## config.mk

```make
export PLATFORM = sky130hd
export DESIGN_NAME = mcs_round
export DESIGN_NICKNAME = d
export VERILOG_FILES = /design/src/sv/minmax_contrast_stretch_top_macros.svh /design/src/sv/mcs_pkg.sv /design/src/sv/mcs_round.sv
export SDC_FILE = /design/constraint.sdc
export NUM_CORES = 1
export LEC_CHECK = 0
export BUFFER_PORTS_ARGS = -buffer_cell sky130_fd_sc_hd__buf_2
export CAP_MARGIN = 30
export CORE_UTILIZATION = 58
export DETAILED_ROUTE_END_ITERATION = 7
export GPL_TIMING_DRIVEN = 0
export PLACE_DENSITY = 0.83
export RECOVER_POWER = 25
export SLEW_MARGIN = 5
export SYNTH_ARGS = -nofsm -noshare
export SYNTH_HDL_FRONTEND = slang
export SYNTH_SLANG_ARGS = --single-unit
```

## constraint.sdc

```tcl
create_clock -name vclk -period 10.5
set_input_delay 1.575 -clock vclk [all_inputs]
set_output_delay 1.575 -clock vclk [all_outputs]
set_load 0.005 [all_outputs]
```

## src/sv/minmax_contrast_stretch_top_macros.svh

```systemverilog
// Assertion macros shared by the contrast stretch RTL.
`ifndef MINMAX_CONTRAST_STRETCH_TOP_MACROS_SVH
`define MINMAX_CONTRAST_STRETCH_TOP_MACROS_SVH

// Same-cycle implication, sampled on i_clk, off while i_rst_n is low.
`define MCS_ASSERT_SAME(label, ante, cons) \
    label: assert property (@(posedge i_clk) disable iff (!i_rst_n) (ante) |-> (cons)) \
        else $error("minmax_contrast_stretch: check failed");

// Next-cycle implication, sampled on i_clk, off while i_rst_n is low.
`define MCS_ASSERT_NEXT(label, ante, cons) \
    label: assert property (@(posedge i_clk) disable iff (!i_rst_n) (ante) |=> (cons)) \
        else $error("minmax_contrast_stretch: check failed");

`endif

```

## src/sv/mcs_pkg.sv

```systemverilog
// Types and constants for the min-max contrast stretch block.
`default_nettype none

package mcs_pkg;

    localparam int IDX_W     = 12;
    localparam int PIX_W     = 32;
    localparam int GOAL_W    = 8;
    localparam int CFG_IDX_W = 1;

    localparam logic [GOAL_W-1:0] PIX_MAX = 8'd255;

    localparam logic CMD_LOAD = 1'b0;
    localparam logic CMD_READ = 1'b1;

    localparam logic STATUS_OK       = 1'b0;
    localparam logic STATUS_UNLOADED = 1'b1;

    localparam logic [CFG_IDX_W-1:0] REG_GOAL_LOW  = 1'b0;
    localparam logic [CFG_IDX_W-1:0] REG_GOAL_HIGH = 1'b1;

    typedef struct packed {
        logic               cmd;
        logic signed [31:0] pixel_value;
        logic               last;
        logic [IDX_W-1:0]   index;
    } t_in;

    typedef struct packed {
        logic [GOAL_W-1:0] scaled_value;
        logic              status;
    } t_out;

    typedef enum logic [2:0] {
        ST_IDLE,
        ST_MUL,
        ST_START,
        ST_DIV,
        ST_FIN
    } t_state;

endpackage

`default_nettype wire

```

## src/sv/mcs_round.sv

```systemverilog
// Round-to-nearest-even of the quotient, offset by the low goal, saturated to 8 bits.
`default_nettype none

module mcs_round
    import mcs_pkg::*;
#(
    parameter int NW = 41,
    parameter int DW = 32
) (
    input  wire logic [NW-1:0]     i_quotient,
    input  wire logic [DW-1:0]     i_remainder,
    input  wire logic [DW-1:0]     i_divisor,
    input  wire logic              i_neg,
    input  wire logic [GOAL_W-1:0] i_goal_low,
    output logic [GOAL_W-1:0]      o_value
);

    localparam int RW = NW + 3;

    logic [DW:0]          w_twice;
    logic [DW:0]          w_div_x;
    logic                 w_up;
    logic [NW:0]          w_q_rnd;
    logic signed [RW-1:0] w_q_s;
    logic signed [RW-1:0] w_goal_s;
    logic signed [RW-1:0] w_res;
    logic signed [RW-1:0] w_max_s;

    always_comb begin
        w_twice  = {i_remainder, 1'b0};
        w_div_x  = {1'b0, i_divisor};
        // Round up past the half, and on an exact half only toward an even quotient.
        w_up     = (w_twice > w_div_x) || ((w_twice == w_div_x) && i_quotient[0]);
        w_q_rnd  = {1'b0, i_quotient} + (NW + 1)'(w_up);
        w_q_s    = signed'(RW'(w_q_rnd));
        w_goal_s = signed'(RW'(i_goal_low));
        w_max_s  = signed'(RW'(PIX_MAX));
        w_res    = i_neg ? (w_goal_s - w_q_s) : (w_goal_s + w_q_s);
        priority if (w_res < 0) begin
            o_value = '0;
        end else if (w_res > w_max_s) begin
            o_value = PIX_MAX;
        end else begin
            o_value = w_res[GOAL_W-1:0];
        end
    end

endmodule

`default_nettype wire

```

* Yosys cells after proc, flatten, opt, wreduce, memory -nomap -nowiden *
Cells that the tools add are included.

word-level totals
  flip-flop bits (word level) = 0
  bits of input ports = 114
  output and inout port bits = 8
  logic and storage cells = 12

cells by class
  add/subtract/negate cells = 3
  magnitude comparators = 3
  equal/unequal tests = 1
  muxes and demuxes = 3
  reduce and logical (&&, ||, !) cells = 2

operators by type and width
  operator                                                                       number
  44-bit by 9-bit > comparator with 1-bit output, second input constant          1
  44-bit by 1-bit less-than comparator with 1-bit output, second input constant  1
  44-bit 2-to-1 mux                                                              1
  8-bit by 42-bit adder with 43-bit output                                       1
  8-bit by 42-bit subtractor with 43-bit output                                  1
  41-bit by 1-bit adder with 42-bit output                                       1
  33-bit by 32-bit equality test with 1-bit output                               1
  33-bit by 32-bit > comparator with 1-bit output                                1
  8-bit 2-to-1 mux                                                               2
  1-bit logical AND                                                              1
  1-bit logical OR                                                               1

* Logic depth before layout (Yosys ltp) *
Gate-level depths: netlist of run 1.

  depth in word-level cells = 9
  depth in mapped cells = 33
  gate-level depth less buffers = 31

* Worst setup path before layout of run 1 *
No wires, ideal clock.

  kind = input to output
  start = in i_divisor[18]
  end = out o_value[0]
  arrival time = 7.517 ns
  slack = 1.408 ns
  stages = 31
  cell sequence = inv_1 ha_1 a21o_1 a21o_1 a21o_1 a21oi_1 nor2b_1 o21ai_0 nand2b_1 a21oi_1 o211ai_1 a2111oi_0 a21oi_1 ha_1 ha_1 and4_2 buf_2 nand2_1 xnor2_1 ha_1 or2_2 o211ai_1 o21ai_1 or3_1 or4_1 buf_2 o31ai_1 a21o_1 nand4b_1 nor4_4 a41oi_1

between the ends
  word-level cells in the longest chain between the ends = 9

RTL lines
  what                                                                                                              line             text
  start: declaration                                                                                                mcs_round.sv:12  input wire logic [DW-1:0] i_divisor,
  parallel branches: the longest is 2 deep, another holds 33-bit by 32-bit > comparator with 1-bit output           --
  1-bit logical OR (*)                                                                                              mcs_round.sv:33  w_up = (w_twice > w_div_x) || ((w_twice == w_div_x) && i_quotient[0]);
  41-bit by 1-bit adder with 42-bit output (*)                                                                      mcs_round.sv:34  w_q_rnd = {1'b0, i_quotient} + (NW + 1)'(w_up);
  8-bit by 42-bit adder with 43-bit output / 8-bit by 42-bit subtractor with 43-bit output (equally long branches)  mcs_round.sv:38  w_res = i_neg ? (w_goal_s - w_q_s) : (w_goal_s + w_q_s);
  44-bit 2-to-1 mux (*)                                                                                             mcs_round.sv:38
  44-bit by 9-bit > comparator with 1-bit output                                                                    mcs_round.sv:41  end else if (w_res > w_max_s) begin
  8-bit 2-to-1 mux                                                                                                  mcs_round.sv:41
  8-bit 2-to-1 mux (*)                                                                                              mcs_round.sv:39  priority if (w_res < 0) begin
  end: declaration                                                                                                  mcs_round.sv:15  output logic [GOAL_W-1:0] o_value

Every way passes the cells marked *.

* Worst setup path in the final report of run 1 *
  start = in i_divisor[18]
  end = out o_value[2]

The elaborated chain is that of the path after synthesis.

==> results of run 1 <==
==> logic make-up (layout without fill, tap and decap cells) <==
kind of cell / Yosys count / after routing / synth area share
XOR/XNOR: 67 / 67 / 0.111
multiplexers: 8 / 8 / 0.0159
buffers and inverters: 103 / 214 / 0.0930
adder cells (fa/ha/maj): 55 / 55 / 0.133
AND/OR/NAND/NOR: 331 / 331 / 0.368
AO/OA/AOI/OAI: 212 / 212 / 0.279
==> routing by layer <==
metal / up-vias / part of all wire
met5: - / 0
met4: 0 / 0.033
met3: 71 / 0.099
met2: 466 / 0.47
met1: 3165 / 0.40
li1: 3171 / -
==> metrics by stage <==
stage               instances  worst slack (ns)  hold slack [ns]
floorplan                 776              1.41             3.40
global placement          991           -0.0269             3.63
detailed placement        992            -0.286             3.64
CTS                       992             0.130             3.64
global route              995          -0.00577             3.69
finish                    995             0.424             3.63
==> cell type report <==
| class | count | share of cell area |
|---|---|---|
| buffer | 42 | 0.0434 |
| tap | 108 | 0.0223 |
| timing repair buffer | 111 | 0.0940 |
| multi-input combinational | 673 | 0.802 |
| inverter | 61 | 0.0378 |
==> cell usage after synthesis, types with 6 or more instances <==
library cell,number,share of area
nand3_1,36,0.034
o31ai_1,12,0.017
nor4_1,20,0.024
buf_2,18,0.017
a21o_1,12,0.017
inv_1,61,0.043
nand4_1,40,0.047
nand2b_1,8,0.0095
ha_1,53,0.13
or2_2,8,0.0095
nor3_1,36,0.034
xnor2_1,48,0.080
nor2_1,48,0.034
clkbuf_1,10,0.0071
a41oi_1,11,0.018
o211ai_1,9,0.013
o21a_1,15,0.021
nor2b_1,8,0.0095
xor2_1,19,0.031
and3_1,13,0.015
or4_1,8,0.011
nor4b_1,6,0.0099
a21oi_1,37,0.035
o21bai_1,6,0.0085
nand2_1,47,0.033
buf_6,8,0.017
o21ai_0,40,0.038
a211oi_1,13,0.018
==> worst max-delay path, delay by kind of cell <==
kind / cells / cell delay, ns
buffers and inverters: 6 / 0.84
adders and majority gates: 4 / 1.06
xor gates and xnor gates: 1 / 0.29
and+or+nand+nor: 7 / 1.82
AOI/OAI and AO/OA: 15 / 2.90
==> timing repair <==
item,4_1_cts,5_1_grt
endpoints found under the setup margin,8,8
buffers inserted,0,3
pin swaps,0,2
gates resized for setup,3,11
==> report_power, final <==
part | leakage [uW] | internal, uW | total [uW] | switching [uW]
registers | 0 | 0 | 0 | 0
clock network | 0 | 0 | 0 | 0
logic | 0.00254 | 96.2 | 235 | 139
==> worst paths after layout <==
kind / start / end / slack, ns
setup / recovery: i_divisor[18] / o_value[2] / 0.42
hold / removal: i_goal_low[0] / o_value[0] / 3.63
==> results.md, run 1 <==
- Outcome: completed
- Leading cell types in the layout, fill and taps excluded: 125 x buf_2, 61 x inv_1, 53 x ha_1
- DR iter-0 viols: 568
- Flip-flop and latch count: 0
- DP HPWL: 16.3 mm
- Static leakage: 0.00254 uW
- Synthesized area: 0.00529 mm2
- Commonest non-fill, non-tap cell in the layout: buf_2
- Final hold violations: 0
- Top-Level Pins: 122
- PnR Total Power: 235 uW
- Vias/cell: 6.91
- Share of layout cells above drive strength 1: 0.218
- Max-cap violation count: 0
- Final Setup Violations: 0
- Footprint of the multi-input gates: 0.00486 mm2
- Number of remaining DRC errors: 0
- Slew Limit Fails: 0
- Post-CTS Hold Buffers: 0
- Antenna diodes: 0
- Initial Utilization: 0.603
- Remaining Overflow, GRT: 0
- Minimum clock period: 10.08 ns
- Die width: 97.5 um
- Post-synthesis sequential area ratio: 0
- GP Congestion: 0.985
- Final Cycle Share: 0.960
- Crit. End Element: output port
- Worst vdd ir: 0.0256 mV
- Area grow syn2layout: 14.6%
- Post-detailed-routing wire length: 19.6 mm
- Post-layout util: 0.691
- Fin area: 0.00606 mm2
- Routed wire length per instance: 19.7 um
- Post-DRT Antenna Nets: 0
- Synth warn: 0
- FF+latch area: 0 um2
- Sum Neg Setup Slack: 0 ns
- GRT busiest layer: met2
- First-pass GRT wire length: 31.5 mm
- Syn_nets: 945
- Number of global-route vias before repair: 6688
- Least-Margin Pin Slew: 0.980 ns
- Core Area: 0.00876 mm2
- Die Height: 97.5 um
- Met1 usage: 0.497
- # rows: 34
- Worst Hold Path Cells: 5
- Largest net degree at the start of global routing: 11
- Initial antenna violation count: 0
- Post-Syn Instances: 776
- Power Dens Cells: 38.8 mW/mm2
- Number of port buffers: 107
- GR Util met2: 0.689
- GR Util All Layers: 0.397
- Clkbuf count: 0
- Filler Cell Count: 764
- Die area: 0.00950 mm2
- Required time worst endpoint: 8.93 ns
- Crit Path Max Fanout: 8
- Slowest-stage cell, CP: or4_4
- Relative slew slack: 0.341
- Crit Path Category: in -> out
- Drt first pass iters: 6
- CP startpoint kind: primary input
- Met3 Use GR: 0.0597
- Crit path DAT: 8.50 ns
- Unique masters post-synth: 85
- Slowest stage delay, CP: 0.56 ns
- Final nets: 1058
- Hold Path Class: in -> out
- Mean post-synth cell area: 6.81 um2
- Fmax achieved: 99.3 MHz
- Post-Place Cell Area: 0.00597 mm2
- Via count: 6873
Power figures use the tool's default switching activity.
==> run 2, diff against run 1 <==
--- a/config.mk
+++ b/config.mk
@@ -5,9 +5,10 @@
 export SDC_FILE = /design/constraint.sdc
 export NUM_CORES = 1
 export LEC_CHECK = 0
+export ABC_AREA = 1
 export BUFFER_PORTS_ARGS = -buffer_cell sky130_fd_sc_hd__buf_2
 export CAP_MARGIN = 30
-export CORE_UTILIZATION = 58
+export CORE_UTILIZATION = 59
 export DETAILED_ROUTE_END_ITERATION = 7
 export GPL_TIMING_DRIVEN = 0
 export PLACE_DENSITY = 0.83
==> run 2 against run 1 <==
Net effect: synthesized area up 13%; global-route usage up 1.5 points; highest routed layer unchanged; combinational power down 5%; hold slack better by 0.16 ns; design area up 11%; setup slack better by 0.65 ns; critical path type unchanged; die area up 11%; maximum frequency up 6.9%; utilization down 0.35 points; clock-buffer cell count unchanged; total power down 5.3%.
==> results.md, run 2 <==
- Mean post-synth cell area: 4.78 um2
- GP Congestion: 1.00
- Synth top cells by count: 500 x nand2_1, 177 x nor2_1, 150 x inv_1
- Crit path DAT: 7.85 ns
- Required time worst endpoint: 8.93 ns
- Number of port buffers: 121
- Post-CTS setup buffers: 0
- FF+latch area: 0 um2
- Crit Path Max Fanout: 9
- Synthesized area: 0.00596 mm2
- First-pass GRT wire length: 34.4 mm
- Fmax achieved: 106 MHz
- Leading cell types in the layout, fill and taps excluded: 500 x nand2_1, 178 x nor2_1, 150 x inv_1
- Remaining Overflow, GRT: 0
- RSZ-0062 raised after global routing: no
- Final Cycle Share: 0.898
- Power Dens Cells: 33.1 mW/mm2
- Outcome: completed
- Post-Syn Instances: 1246
- Relative slew slack: 0.358
- Top-Level Pins: 122
- Worst vdd ir: 0.0266 mV
- DR iter-0 viols: 576
- Critical path destination: o_value[3]
- Crit path top cell by count: nand2_1
- Slew Limit Fails: 0
- Synth warn: 0
- CP startpoint kind: primary input
- Commonest non-fill, non-tap cell in the layout: nand2_1
- Core Area: 0.00977 mm2
- Post-DRT Antenna Nets: 0
- # rows: 36
- Share of layout cells above drive strength 1: 0.145
- Post-layout util: 0.688
- Post-synthesis sequential area ratio: 0
- Number of remaining DRC errors: 0
- Final Setup Violations: 0
- Vias/cell: 5.54
- Hold Path Class: in -> out
- Largest net degree at the start of global routing: 11
- Post-detailed-routing wire length: 20.8 mm
- Post_cts resized: 0
- WP depth: 39
- Final hold violations: 0
- Slowest-stage cell, CP: nor2_1
- Most common cell in the netlist: nand2_1
- Static leakage: 0.00368 uW
- Drt first pass iters: 6
- Synth area leaders: nand2_1 32%, nand3_1 12%, nor2_1 11%, ha_1 11%, inv_1 9.5%
- Area grow syn2layout: 12.8%
- Final nets: 1538
- DP HPWL: 18.0 mm
- Die Height: 102 um
- Worst Hold Path Cells: 7
- Least-Margin Pin Slew: 0.952 ns
- Crit. End Element: output port
- Routed wire length per instance: 13.9 um
- Sum Neg Setup Slack: 0 ns
- Initial Utilization: 0.609
- Via count: 8303
- Flip-flop and latch count: 0
- Synth top area share: 0.315
- Clkbuf count: 0
- WP buf/inv: 8
- Number of global-route vias before repair: 7686
- Slowest stage delay, CP: 0.57 ns
- Post-CTS Hold Buffers: 0
- Antenna diodes: 0
- Most area-hungry cell type in the Yosys netlist: nand2_1
- Max-cap violation count: 0
- Unique masters post-synth: 40
- Final worst-path setup slack: 1.07 ns
- Dpl ws: 1.55 ns
- GR Util All Layers: 0.412
- Die area: 0.0105 mm2
- Minimum clock period: 9.43 ns
- Die width: 102 um
- Top delay family on crit path: simple AND/OR/NAND/NOR gates
- Syn_nets: 1415
- Crit Path Category: in -> out
- Initial antenna violation count: 0
- Worst Setup SP: i_remainder[27]
## run 2: changes by cell type after synthesis, moves of 19 or more
cell,previous run,this run
inv_1,61,150
nand2_1,47,500
nand2_2,0,23
nand3_1,36,141
nor2_1,48,177
nor2_2,0,21
nor3_1,36,15
nor4_1,20,1
xnor2_1,48,2
## run 2: metrics by stage
step | total power, uW | hold slack (ns) | cells | instance area, um2
floorplan | 143 | 3.45 | 1246 | 5960
global placement | 213 | 3.78 | 1500 | 6730
detailed placement | 217 | 3.79 | 1500 | 6730
CTS | 218 | 3.79 | 1500 | 6730
global route | 250 | 3.83 | 1500 | 6720
finish | 223 | 3.79 | 1500 | 6720
## run 2: worst min path at each step
stage,to,slack [ns],from
global route,o_value[0],3.83,i_goal_low[0]
finish,o_value[0],3.79,i_goal_low[0]
floorplan,o_value[0],3.45,i_goal_low[0]
global placement,o_value[0],3.78,i_goal_low[0]
CTS,o_value[0],3.79,i_goal_low[0]
detailed placement,o_value[0],3.79,i_goal_low[0]
## run 2: layout make-up
class / instances / area [um2]
plain buffers: 13 / 73.8
fillers: 1014 / 3050
inverters: 157 / 589
multi-input cells: 1076 / 5290
well taps: 133 / 166
repair buffers: 121 / 606
## run 2: kinds of logic (layout without fill, tap and decap cells)
| kind of cell | Yosys count | count (layout) | share of synthesized area |
|---|---|---|---|
| xor gates and xnor gates | 12 | 12 | 0.0176 |
| muxes | 1 | 1 | 0.00168 |
| adders and majority gates | 55 | 55 | 0.118 |
| AOI/OAI and AO/OA | 73 | 73 | 0.0670 |
| and+or+nand+nor | 935 | 935 | 0.684 |
| buffers and inverters | 170 | 291 | 0.111 |
## run 2: power by group
group | switching [uW] | internal [uW] | leakage [uW]
Sequential | 0 | 0 | 0
Combinational | 146 | 76.6 | 0.00368
Clock | 0 | 0 | 0
Total | 146 | 76.6 | 0.00368
## run 2: per-layer routing
| metal | track usage | wire [um] | share of wire | vias up |
|---|---|---|---|---|
| met2 | 0.692 | 9250 | 0.44 | 412 |
| met5 | 0 | 0 | 0 | - |
| met4 | 0.223 | 1070 | 0.051 | 0 |
| met1 | 0.494 | 8550 | 0.41 | 3605 |
| met3 | 0.0793 | 1940 | 0.093 | 84 |
| li1 | - | - | - | 4202 |
## run 2: tightest hold or removal path, delay by kind of cell
| kind | cells | cell delay [ns] |
|---|---|---|
| simple gates | 2 | 0.15 |
| fa+ha+maj | 1 | 0.20 |
| buf+inv | 4 | 0.30 |
