File: src/sv/minmax_contrast_stretch_top_macros.svh
// Assertion macros shared by the contrast stretch RTL.
`ifndef MINMAX_CONTRAST_STRETCH_TOP_MACROS_SVH
`define MINMAX_CONTRAST_STRETCH_TOP_MACROS_SVH

// Same-cycle implication, sampled on i_clk, off while i_rst_n is low.
`define MCS_ASSERT_SAME(label, ante, cons) \
    label: assert property (@(posedge i_clk) disable iff (!i_rst_n) (ante) |-> (cons)) \
        else $error("minmax_contrast_stretch: check failed");

// Next-cycle implication, sampled on i_clk, off while i_rst_n is low.
`define MCS_ASSERT_NEXT(label, ante, cons) \
    label: assert property (@(posedge i_clk) disable iff (!i_rst_n) (ante) |=> (cons)) \
        else $error("minmax_contrast_stretch: check failed");

`endif

File: src/sv/mcs_pkg.sv
// Types and constants for the min-max contrast stretch block.
`default_nettype none

package mcs_pkg;

    localparam int IDX_W     = 12;
    localparam int PIX_W     = 32;
    localparam int GOAL_W    = 8;
    localparam int CFG_IDX_W = 1;

    localparam logic [GOAL_W-1:0] PIX_MAX = 8'd255;

    localparam logic CMD_LOAD = 1'b0;
    localparam logic CMD_READ = 1'b1;

    localparam logic STATUS_OK       = 1'b0;
    localparam logic STATUS_UNLOADED = 1'b1;

    localparam logic [CFG_IDX_W-1:0] REG_GOAL_LOW  = 1'b0;
    localparam logic [CFG_IDX_W-1:0] REG_GOAL_HIGH = 1'b1;

    typedef struct packed {
        logic               cmd;
        logic signed [31:0] pixel_value;
        logic               last;
        logic [IDX_W-1:0]   index;
    } t_in;

    typedef struct packed {
        logic [GOAL_W-1:0] scaled_value;
        logic              status;
    } t_out;

    typedef enum logic [2:0] {
        ST_IDLE,
        ST_MUL,
        ST_START,
        ST_DIV,
        ST_FIN
    } t_state;

endpackage

`default_nettype wire

File: src/sv/mcs_div.sv
// Radix-2 restoring divider, one quotient bit per cycle.
`default_nettype none

`include "minmax_contrast_stretch_top_macros.svh"

module mcs_div
    import mcs_pkg::*;
#(
    parameter int NW = 41,
    parameter int DW = 32
) (
    input  wire logic          i_clk,
    input  wire logic          i_rst_n,
    input  wire logic          i_start,
    input  wire logic [NW-1:0] i_dividend,
    input  wire logic [DW-1:0] i_divisor,
    output logic               o_done,
    output logic [NW-1:0]      o_quotient,
    output logic [DW-1:0]      o_remainder
);

    localparam int CNTW = $clog2(NW + 1);

    logic [NW-1:0]   r_quo;
    logic [DW-1:0]   r_rem;
    logic [CNTW-1:0] r_cnt;
    logic            r_busy;
    logic            r_done;

    logic [DW:0]     w_trial;
    logic [DW:0]     w_diff;
    logic            w_fit;

    // Shift the next dividend bit into the partial remainder, subtract if it fits.
    always_comb begin
        w_trial = {r_rem, r_quo[NW-1]};
        w_diff  = w_trial - {1'b0, i_divisor};
        w_fit   = (w_trial >= {1'b0, i_divisor});
    end

    always_ff @(posedge i_clk) begin
        if (!i_rst_n) begin
            r_busy <= 1'b0;
            r_done <= 1'b0;
            r_cnt  <= '0;
        end else begin
            r_done <= 1'b0;
            if (i_start) begin
                r_busy <= 1'b1;
                r_cnt  <= CNTW'(NW);
            end else if (r_busy) begin
                r_cnt <= r_cnt - 1'b1;
                if (r_cnt == CNTW'(1)) begin
                    r_busy <= 1'b0;
                    r_done <= 1'b1;
                end
            end
        end
    end

    always_ff @(posedge i_clk) begin
        if (i_start) begin
            r_quo <= i_dividend;
            r_rem <= '0;
        end else if (r_busy) begin
            r_quo <= {r_quo[NW-2:0], w_fit};
            r_rem <= w_fit ? w_diff[DW-1:0] : w_trial[DW-1:0];
        end
    end

    assign o_done      = r_done;
    assign o_quotient  = r_quo;
    assign o_remainder = r_rem;

    `MCS_ASSERT_SAME(a_div_no_restart, i_start, !r_busy)
    `MCS_ASSERT_NEXT(a_div_done_after_last, r_busy && (r_cnt == CNTW'(1)), r_done && !r_busy)
    `MCS_ASSERT_SAME(a_div_rem_below, r_done && (i_divisor != '0), r_rem < i_divisor)

endmodule

`default_nettype wire

File: config.mk
export PLATFORM = sky130hd
export DESIGN_NAME = mcs_div
export DESIGN_NICKNAME = d
export VERILOG_FILES = /design/src/sv/mcs_pkg.sv /design/src/sv/mcs_div.sv
export VERILOG_INCLUDE_DIRS = /design/src /design/src/sv
export SDC_FILE = /design/constraint.sdc
export NUM_CORES = 1
export LEC_CHECK = 0
export BUFFER_PORTS_ARGS = -buffer_cell sky130_fd_sc_hd__buf_2
export CORE_AREA = 2 2 97 122
export CTS_CLUSTER_SIZE = 28
export DETAILED_ROUTE_END_ITERATION = 8
export DIE_AREA = 0 0 99 124
export PLACE_DENSITY_LB_ADDON = 0.3
export SYNTH_ARGS = -nofsm -noshare
export SYNTH_HDL_FRONTEND = slang
export SYNTH_SLANG_ARGS = --single-unit
File: constraint.sdc
create_clock -name i_clk -period 4.05 [get_ports i_clk]
set_input_delay 0.6075 -clock i_clk [delete_from_list [all_inputs] [get_ports i_clk]]
set_output_delay 0.6075 -clock i_clk [all_outputs]
set_load 0.02 [all_outputs]
## Word-level counts from Yosys, hierarchy flattened

Cells that the tools add are included.

| word-level totals | value |
|---|---|
| output and inout port bits | 74 |
| flip-flop bits (word level) | 81 |
| word-level logic and storage cells | 24 |
| bits of input ports | 76 |

| cells by class | value |
|---|---|
| reduce and logical (&&, ||, !) cells | 3 |
| multiplexer cells | 9 |
| add/subtract/negate cells | 2 |
| equality and inequality tests | 1 |
| order comparisons | 1 |
| bitwise gates (word level) | 2 |

Operators with widths:

| cell | count |
|---|---|
| 41-bit 2-to-1 mux | 2 |
| 33-bit by 32-bit >= comparator with 1-bit output | 1 |
| 32-bit 2-to-1 mux | 1 |
| 32-bit subtractor | 1 |
| 6-bit 2-to-1 mux | 2 |
| 6-bit by 1-bit equality test with 1-bit output, second input constant | 1 |
| 6-bit by 1-bit subtractor with 6-bit output, second input constant | 1 |
| 1-bit 2-to-1 mux | 4 |
| 3-bit OR reduction | 1 |
| 1-bit NOT | 2 |
| 2-bit nonzero test | 1 |
| 2-bit OR reduction | 1 |

## Logic depth before layout (Yosys ltp)

Gate-level depths: netlist (run 1).

| depth | value |
|---|---|
| depth in word-level cells | 4 |
| gate-level depth with buffers | 13 |

## Worst setup path before layout (run 1)

OpenSTA, ideal clock, no wires.

| timing path | value |
|---|---|
| kind | input to register |
| from | in i_divisor[8] |
| to | reg r_rem[12] (netlist: o_remainder[12]) |
| setup slack | 1.188 ns |
| stages | 13 |
| required time | 3.962 ns |
| buffers on the path | 3 |
| arrival | 2.774 ns |
| cells stage by stage | inv_1 ha_1 buf_6 a21o_1 a21oi_2 o211ai_1 or3_4 a21oi_4 o31a_2 buf_6 buf_6 nand2_1 a311oi_2 |

| on the way | value |
|---|---|
| longest elaborated chain between the ends | 2 |

Ends and longest elaborated chain:

| what | line | source |
|---|---|---|
| from (decl) | mcs_div.sv:16 | `input wire logic [DW-1:0] i_divisor,` |
| 32-bit subtractor or 33-bit by 32-bit >= comparator with 1-bit output (tied branches) | mcs_div.sv:37, mcs_div.sv:38 |  |
| 32-bit 2-to-1 mux * | mcs_div.sv:67 | `r_rem <= w_fit ? w_diff[DW-1:0] : w_trial[DW-1:0];` |
| to (signal assigned) | mcs_div.sv:67 |  |
| to (decl) | mcs_div.sv:25 | `logic [DW-1:0] r_rem;` |

Mark *: on every way between the ends. The rest lies on a longest branch, timed or not.
A chain may end at the register's enable or synchronous reset.

## Final worst setup path (run 1)

| timing path | value |
|---|---|
| from | reg r_quo[40] (netlist: o_quotient[40]) |
| to | reg r_rem[26] (netlist: o_remainder[26]) |

| on the way | value |
|---|---|
| longest elaborated chain between the ends | 2 |

Ends and longest elaborated chain:

| what | line | source |
|---|---|---|
| from (decl) | mcs_div.sv:24 | `logic [NW-1:0] r_quo;` |
| from (signal assigned) | mcs_div.sv:63 | `r_quo <= i_dividend;` |
| from (signal assigned) | mcs_div.sv:66 | `r_quo <= {r_quo[NW-2:0], w_fit};` |
| 32-bit subtractor or 33-bit by 32-bit >= comparator with 1-bit output (tied branches) | mcs_div.sv:37, mcs_div.sv:38 |  |
| 32-bit 2-to-1 mux * | mcs_div.sv:67 |  |

Marked as above.

==> impl_metrics.env, run 1 <==
export IMPL_status="finished, final reports clean"
export IMPL_cpPeakStageDelay_ns=0.55
export IMPL_cts_tree="built"
export IMPL_cts_htree_levels=3
export IMPL_dieArea_sq_um=12300
export IMPL_rsz0062_at_grt="no"
export IMPL_fin_nets=831
export IMPL_dpl_instance_area_sq_um=6260
export IMPL_slew_headroom=0.469
export IMPL_synth_top_area_frac=0.225
export IMPL_p_int_mw=1.77
export IMPL_synth_avg_cell_area_sq_um=9.35
export IMPL_antenna_left=0
export IMPL_grt_pass1_wl_microns=22700
export IMPL_place_congestion=0.903
export IMPL_fmax_mhz=313
export IMPL_syn_nets=695
export IMPL_min_period_over_period=0.788
export IMPL_swShare=0.340
export IMPL_wl_microns=13900
export IMPL_yosysTopAreaCell="edfxtp_1"
export IMPL_async_flop_share=0
export IMPL_vdd_drop_max_mv=0.250
export IMPL_skew_ns=0.00797
export IMPL_syn2layout_area_growth_pct=20.2
export IMPL_port_buffers=149
export IMPL_crit_slowest_cell="a221oi_1"
export IMPL_critPathCaptureType="register"
export IMPL_worstHoldPathType="reg2reg"
export IMPL_clock_latency_ns=0.34
export IMPL_finalHoldViolations=0
export IMPL_synthAdderAreaFrac=0.0816
export IMPL_power_density_nw_per_um2=408
export IMPL_yosys_warnings=0
export IMPL_ys_flop_type="edfxtp_1"
export IMPL_cts_setup_buffers=0
export IMPL_synthCells=584
export IMPL_drv_slew=0
export IMPL_synth_xor_area_frac=0.0529
export IMPL_netlist_top_cells_count="74 x nand2_1, 45 x nor2_1, 43 x inv_1"
export IMPL_min_delay_start="r_cnt[1]"
export IMPL_synth_cell_types=60
export IMPL_viasPerCell=5.56
export IMPL_seqPwrFrac=0.380
export IMPL_path_class="reg2reg"
export IMPL_final_layout_size_suffix_gt1_frac=0.332
export IMPL_hpwl_microns=10500
export IMPL_die_w_microns=99
export IMPL_power_switching_mw=0.911
export IMPL_clk_pin_slew_ns=0.06
export IMPL_crit_reg2reg_launch="o_quotient[40]"
export IMPL_critPathArrivalTime_ns=3.40
export IMPL_grt_pass1_vias=4891
export IMPL_maxCapViolations=0
export IMPL_path_cells="inv_1 > ha_1 > inv_1 > fa_1 > a21o_1 > a221oi_1 > o211ai_1 > nand2_1 > a211o_1 > nand2_1 > a211oi_1 > xnor2_1 > o2bb2ai_1"
export IMPL_grt_util_all_layers=0.229
export IMPL_vias=4782
export IMPL_final_area_sq_um=6560
export IMPL_drc=0
export IMPL_antenna_found_initial=0
export IMPL_cts_buffers=9
export IMPL_grt_max_degree=59
export IMPL_yosys_area_share_simple=0.142
export IMPL_num_rows=43
export IMPL_ios=150
export IMPL_wl_per_cell_microns=16.1
export IMPL_seq_area_frac_synth=0.372
export IMPL_synthTopCellsByArea="edfxtp_1 23%, dfxtp_1 15%, mux2_2 8.5%"
export IMPL_synth_edf_count=41
export IMPL_firstDrtPassIters=4
export IMPL_ys_ff_latch=81
export IMPL_cts_resized=0
export IMPL_drt_iter0_drc=201
export IMPL_power_leakage_nw=2.96
export IMPL_synth_compound_area_frac=0.202
export IMPL_synth_mux_area_frac=0.0882
export IMPL_critPathMaxFanout=4
export IMPL_die_h_microns=124
export IMPL_grt_overflow=0
export IMPL_start_util=0.495
export IMPL_root_buffer="clkbuf_16"
export IMPL_diodes=0
export IMPL_fin_setup_tns_ns=0
export IMPL_startpoint_type="register"
export IMPL_clkPwrFrac=0.317
export IMPL_critPathRequiredTime_ns=4.25
export IMPL_worstMarginPinSlew_ns=0.796
export IMPL_hold_worst_slack_ns=0.498
export IMPL_synth_area_sq_um=5460
export IMPL_cts_hold_buf=0
export IMPL_cts_buffer_depth=2
export IMPL_synth_top_family_by_area="compound AO/OA/AOI/OAI gates"
export IMPL_core_sq_um=11000
export IMPL_synth_most_common_cell="nand2_1"
export IMPL_combPwrFrac=0.303
export IMPL_cts_sinks=81
export IMPL_critPathLaunch="o_quotient[40]"
export IMPL_period_minus_slack_ns=3.19
export IMPL_setup_violations=0
## layout by cell type, fill, tap and decap left out, drive strengths merged, types with 3 or more instances in the layout
master / n
a21o: 17
xor2: 9
nand2: 74
a31oi: 3
nor4: 3
o211ai: 6
inv: 46
xnor2: 24
nor3: 8
mux2: 41
a311oi: 17
a21oi: 47
buf: 155
nor2b: 3
a211oi: 15
dfxtp: 40
nor2: 46
and3: 4
nand3: 9
o21a: 8
o21ai: 18
edfxtp: 41
ha: 34
o31ai: 5
clkbuf: 9
nand4: 11
## per-layer routing
metal	wire (microns)	vias up	GRT usage
li1	-	2382	-
met3	915	20	0.0561
met5	0	-	0
met1	5780	2231	0.264
met2	6900	149	0.405
met4	259	0	0.0993
## critical path: cells and delay by family (launching register included)
kind,cells,cell delay [ns]
AND/OR/NAND/NOR,2,0.21
buffers and inverters,2,0.14
flip-flops,1,0.43
XOR/XNOR,1,0.11
adder cells (fa/ha/maj),2,0.56
AO/OA/AOI/OAI,6,1.58
## power by group through the flow
stage | Combinational, mW | Clock, mW | Sequential [mW]
floorplan | 0.513 | 0 | 1.12
global placement | 0.795 | 0 | 1.03
detailed placement | 0.808 | 0 | 1.03
CTS | 0.812 | 0.872 | 1.02
global route | 0.889 | 0.888 | 1.03
finish | 0.810 | 0.850 | 1.02
## state kept, by name, summed over array words and instances, names as in the netlist
register	count
o_quotient	41
r_cnt	6
o_done	1
r_busy	1
o_remainder	32
## cells by family after synthesis
group                    Yosys count
AND/OR/NAND/NOR                  169
buffers and inverters             73
XOR/XNOR                          33
adder cells (fa/ha/maj)           35
multiplexers                      43
flip-flops                        81
AO/OA/AOI/OAI                    150
## final timing paths
path	cells after the start	end	slack (ns)
max	13	o_remainder[26]	0.86
min	2	r_cnt[1]	0.50
max reg2reg	13	o_remainder[26]	0.86
min reg2reg	2	r_cnt[1]	0.50
## stage by stage
| step | power (mW) | worst slack (ns) | util | std cells |
|---|---|---|---|---|
| floorplan | 1.63 | 1.19 | - | 584 |
| global placement | 1.83 | 0.670 | 0.568 | 844 |
| detailed placement | 1.84 | 0.640 | 0.568 | 844 |
| CTS | 2.70 | 0.828 | 0.595 | 860 |
| global route | 2.81 | 0.657 | 0.595 | 860 |
| finish | 2.68 | 0.857 | 0.595 | 860 |
## final cells by class
cell class / count / area (sq um)
Tap cell: 135 / 169
Multi-Input combinational cell: 430 / 3090
Clock buffer: 9 / 225
Timing Repair Buffer: 155 / 803
Clock inverter: 7 / 77.6
Sequential cell: 81 / 2030
Inverter: 43 / 161
Fill cell: 993 / 4470
(Power assumes the default switching activity.)
==> inputs of run 2 (changes only) <==
- clock period: 4.05 -> 3.2 ns (I/O delays scaled with it)
==> run 2 against run 1 <==
  * Fmax grew 7.9%
  * Register-to-register slack lost 0.62 ns
  * Non-clock buffer count grew 8
  * Critical path depth grew 1
  * Wire length is essentially flat
  * Utilization grew 0.41 points
  * Clock-buffer cell count grew 1
  * Hold slack lost 0.088 ns
  * Critical endpoint is now o_remainder[28]
  * Highest routed layer unchanged
==> impl_metrics.env, run 2 (synthesis results as in run 1) <==
export IMPL_power_leakage_nw=2.99
export IMPL_regToRegSetupSlack_ns=0.24
export IMPL_min_path_cells=2
export IMPL_grt_util_all_layers=0.229
export IMPL_critPathArrivalTime_ns=3.14
export IMPL_r2r_end="o_remainder[28]"
export IMPL_setup_violations=0
export IMPL_maxCapViolations=0
export IMPL_fin_nets=839
export IMPL_worstMarginPinSlew_ns=0.949
export IMPL_critPathMaxFanout=4
export IMPL_root_buffer="clkbuf_16"
export IMPL_critPathCaptureType="register"
export IMPL_period_minus_slack_ns=2.96
export IMPL_skew_ns=0.00851
export IMPL_cts_buffers=9
export IMPL_min_period_over_period=0.925
export IMPL_die_w_microns=99
export IMPL_regArea_sq_um=2030
export IMPL_dieArea_sq_um=12300
export IMPL_whs_endpoint="r_cnt[5]"
export IMPL_hpwl_microns=10300
export IMPL_viasPerCell=5.54
export IMPL_dp_cells=851
export IMPL_startpoint_type="register"
export IMPL_cts_buffer_depth=2
export IMPL_layout_common_cells="149 x buf_2, 74 x nand2_1, 45 x nor2_1, 43 x inv_1"
export IMPL_clk_pin_slew_ns=0.06
export IMPL_grt_max_degree=76
export IMPL_clock_latency_ns=0.34
export IMPL_wl_microns=13900
export IMPL_critPathLaunch="o_quotient[40]"
export IMPL_min_delay_start="i_rst_n"
export IMPL_slew_headroom=0.368
export IMPL_core_sq_um=11000
export IMPL_path_class="reg2reg"
export IMPL_rsz0062_at_grt="no"
export IMPL_antenna_found_initial=0
export IMPL_vias=4805
export IMPL_syn2layout_area_growth_pct=21.0
export IMPL_drt_iter0_drc=223
export IMPL_worstHoldPathType="in2reg"
export IMPL_cts_tree="built"
export IMPL_cts_hold_buf=0
export IMPL_num_rows=43
export IMPL_grt_pass1_vias=4990
export IMPL_grt_overflow=0
export IMPL_final_common_cell="buf_2"
export IMPL_antenna_left=0
export IMPL_fmax_mhz=338
export IMPL_layout_cells_non_filler=868
export IMPL_status="finished, final reports clean"
export IMPL_port_buffers=149
export IMPL_drv_slew=0
export IMPL_hold_worst_slack_ns=0.410
export IMPL_firstDrtPassIters=4
export IMPL_ios=150
export IMPL_diodes=0
export IMPL_largest_reg_flops=41
export IMPL_grt_pass1_wl_microns=22700
export IMPL_cts_sinks=81
export IMPL_rr_worst_depth=14
export IMPL_vdd_drop_max_mv=0.316
export IMPL_power_density_nw_per_um2=511
export IMPL_drc=0
export IMPL_power_mw=3.38
export IMPL_die_h_microns=124
export IMPL_final_layout_size_suffix_gt1_frac=0.340
export IMPL_start_util=0.495
export IMPL_fin_setup_tns_ns=0
export IMPL_finalHoldViolations=0
export IMPL_cts_htree_levels=3
export IMPL_post_route_util=0.599
export IMPL_crit_reg2reg_launch="o_quotient[40]"
export IMPL_multi_input_area_sq_um=3100
export IMPL_critPathRequiredTime_ns=3.38
export IMPL_fill_cells=980
export IMPL_place_congestion=0.927
export IMPL_wl_per_cell_microns=16.0
run 2: cell types whose count changed in the layout (fill, tap and decap cells not counted):
cell / change
buf_4: +9
a211oi_1: -1
a211oi_2: +1
buf_12: -1
clkbuf_1: +1
inv_8: -1
run 2: power breakdown:
group	leakage, nW	internal (mW)	total (mW)	switching (mW)
sequential	0.742	1.21	1.29	0.0792
clock	0.137	0.608	1.06	0.447
combinational	2.11	0.422	1.03	0.613
run 2: worst max path at each step:
| stage | to | slack (ns) |
|---|---|---|
| 2_1_floorplan | o_remainder[26] | 0.39 |
| 3_3_place_gp | o_remainder[0] | 0.20 |
| 3_5_place_dp | o_remainder[21] | 0.08 |
| 4_1_cts | o_remainder[26] | 0.22 |
| 5_1_grt | o_remainder[28] | 0.02 |
| 6_report | o_remainder[28] | 0.24 |
run 2: through the flow:
stage / area, sq um / worst slack, ns
after floorplan: 5460 / 0.390
after global placement: 6300 / 0.196
after detailed placement: 6300 / 0.0820
after CTS: 6600 / 0.219
after global routing: 6610 / 0.0201
final: 6610 / 0.240
run 2: critical path, stage by stage, from the launching register on:
cell and delay, ns:
edfxtp_1 0.42, inv_1 0.07, ha_1 0.15, inv_1 0.05
fa_1 0.41, a21o_1 0.23, a221oi_1 0.25, buf_4 0.18
o211ai_1 0.13, nand2_1 0.14, a211o_1 0.19, a21oi_1 0.09
or3_1 0.31, nand4_1 0.09, a21oi_1 0.07
run 2: cell type report:
| type | instances | share of cell area |
|---|---|---|
| sequential | 81 | 0.308 |
| multi-input combinational | 430 | 0.469 |
| inverter | 43 | 0.0244 |
| tap | 135 | 0.0256 |
| clock buffer | 10 | 0.0347 |
| clock inverter | 6 | 0.0100 |
| timing repair buffer | 163 | 0.129 |
run 2: layer usage:
layer,GRT usage,up-vias,part of all wire
met4,0.0993,0,0.025
met5,0,-,0
li1,-,2394,-
met2,0.403,174,0.49
met1,0.262,2212,0.41
met3,0.0595,25,0.079
run 2: timing repair:
item | 4_1_cts | 5_1_grt
buffers inserted | 0 | 1
setup endpoints to repair | 0 | 2
gates resized for setup | 0 | 1
==> inputs of run 3 (changes only) <==
- BUFFER_PORTS_ARGS: -buffer_cell sky130_fd_sc_hd__buf_2 -> -buffer_cell sky130_fd_sc_hd__buf_4
- GPL_TIMING_DRIVEN: default -> 1
- SLEW_MARGIN: default -> 20
==> run 3 against run 2 <==
  * Non-clock buffer count is the same
  * Utilization grew 3.5 points
  * Wire length grew 1.4%
  * Worst setup slack lost 0.0027 ns
  * Register-to-register slack is essentially flat
  * Critical path type unchanged
==> impl_metrics.env, run 3 (synthesis results as in run 1) <==
export IMPL_grt_pass1_wl_microns=23000
export IMPL_num_rows=43
export IMPL_port_buffers=149
export IMPL_cp_num_buf_inv=3
export IMPL_antenna_left=0
export IMPL_finalHoldViolations=0
export IMPL_grt_pass1_vias=4957
export IMPL_layout_common_cells="161 x buf_4, 74 x nand2_1, 45 x nor2_1, 43 x inv_1"
export IMPL_clock_latency_ns=0.34
export IMPL_skew_ns=0.00800
export IMPL_ios=150
export IMPL_clk_pin_slew_ns=0.07
export IMPL_worstHoldPathType="in2reg"
export IMPL_critPathArrivalTime_ns=3.17
export IMPL_cpPeakStageDelay_ns=0.42
export IMPL_crit_reg2reg_launch="o_quotient[40]"
export IMPL_grt_max_degree=59
export IMPL_dieArea_sq_um=12300
export IMPL_r2r_end="o_remainder[28]"
export IMPL_fin_setup_tns_ns=0
export IMPL_largest_reg_flops=41
export IMPL_place_congestion=0.923
export IMPL_start_util=0.495
export IMPL_crit_slowest_cell="edfxtp_1"
export IMPL_root_buffer="clkbuf_16"
export IMPL_grt_overflow=0
export IMPL_cts_hold_buf=0
export IMPL_whs_endpoint="r_cnt[5]"
export IMPL_maxCapViolations=0
export IMPL_rr_worst_depth=14
export IMPL_die_w_microns=99
export IMPL_critPathMaxFanout=4
export IMPL_dpl_instance_area_sq_um=6700
export IMPL_cts_buffer_depth=2
export IMPL_core_sq_um=11000
export IMPL_path_class="reg2reg"
export IMPL_regToRegSetupSlack_ns=0.24
export IMPL_diodes=0
export IMPL_dp_cells=851
export IMPL_min_path_cells=2
export IMPL_place_ws_ns=0.146
export IMPL_drt_iter0_drc=203
export IMPL_wl_per_cell_microns=16.2
export IMPL_die_h_microns=124
export IMPL_min_delay_start="i_rst_n"
export IMPL_final_layout_size_suffix_gt1_frac=0.341
export IMPL_hpwl_microns=10600
export IMPL_fill_cells=934
export IMPL_drc=0
export IMPL_final_common_cell="buf_4"
export IMPL_power_leakage_nw=3.10
export IMPL_cts_sinks=81
export IMPL_min_period_over_period=0.926
export IMPL_cts_tree="built"
export IMPL_critPathCaptureType="register"
export IMPL_critPathRequiredTime_ns=3.41
export IMPL_grt_util_all_layers=0.233
export IMPL_period_minus_slack_ns=2.96
export IMPL_power_density_nw_per_um2=488
export IMPL_setup_violations=0
export IMPL_viasPerCell=5.57
export IMPL_vias=4835
export IMPL_fin_nets=839
export IMPL_antenna_found_initial=0
export IMPL_vdd_drop_max_mv=0.330
export IMPL_cts_buffers=9
export IMPL_worstMarginPinSlew_ns=0.670
export IMPL_cpLargestDelayFamily="compound AO/OA/AOI/OAI gates"
export IMPL_syn2layout_area_growth_pct=28.0
export IMPL_rsz0062_at_grt="no"
export IMPL_worst_slack_ns=0.237
export IMPL_post_route_util=0.634
export IMPL_slew_headroom=0.553
export IMPL_path_cells="inv_1 > ha_1 > inv_1 > fa_1 > a21o_1 > a221oi_1 > buf_4 > o211ai_1 > nand2_1 > a211o_1 > a21oi_1 > or3_1 > nand4_1 > a21oi_1"
export IMPL_status="finished, final reports clean"
export IMPL_startpoint_type="register"
export IMPL_cts_htree_levels=3
export IMPL_firstDrtPassIters=5
export IMPL_drv_slew=0
export IMPL_final_area_sq_um=6990
export IMPL_wl_microns=14100
export IMPL_layout_cells_non_filler=868
export IMPL_fmax_mhz=338
[run 3: where the power goes]
part           internal, mW  switching [mW]
clock                 0.533           0.462
combinational         0.506           0.618
sequential             1.21          0.0834
total                  2.25            1.16
[run 3: how the worst max path moves through the flow]
stage,start,end,slack [ns],cells after the start
CTS,o_quotient[40],o_remainder[26],0.19,14
detailed placement,i_divisor[6],o_remainder[21],0.15,12
floorplan,o_quotient[40],o_remainder[26],0.39,13
global placement,i_divisor[30],o_remainder[0],0.21,13
finish,o_quotient[40],o_remainder[28],0.24,14
global route,o_quotient[40],o_remainder[22],0.05,14
[run 3: final cells by class]
type | count | area [sq um] | share of cell area
multi-input combinational | 430 | 3100 | 0.443
clock inverter | 7 | 53.8 | 0.00770
clock buffer | 9 | 225 | 0.0322
timing repair buffer | 163 | 1250 | 0.179
sequential | 81 | 2030 | 0.291
inverter | 43 | 161 | 0.0231
tap | 135 | 169 | 0.0242
[run 3: worst register-to-register path, stage by stage (launching register included)]
cell      delay, ns
edfxtp_1       0.42
inv_1          0.08
ha_1           0.15
inv_1          0.05
fa_1           0.41
a21o_1         0.22
a221oi_1       0.26
buf_4          0.19
o211ai_1       0.15
nand2_1        0.15
a211o_1        0.19
a21oi_1        0.10
or3_1          0.32
nand4_1        0.10
a21oi_1        0.07
[run 3: through the flow]
step / hold WS, ns / power, mW
after global placement: 0.482 / 2.41
after CTS: 0.378 / 3.43
final: 0.391 / 3.41
after global routing: 0.391 / 3.58
after floorplan: 0.468 / 2.06
after detailed placement: 0.500 / 2.43
[run 3: what timing repair did]
item | CTS | global route
setup endpoints to repair | 0 | 2
setup buffers | 0 | 1
gates resized for setup | 0 | 1
[run 3: per-layer routing]
layer  global-route usage  wire [microns]  up-vias
li1                     -               -     2395
met1                0.259            5580     2262
met2                0.410            7130      158
met3               0.0831            1120       20
met4               0.0856             237        0
met5                    0               0        -
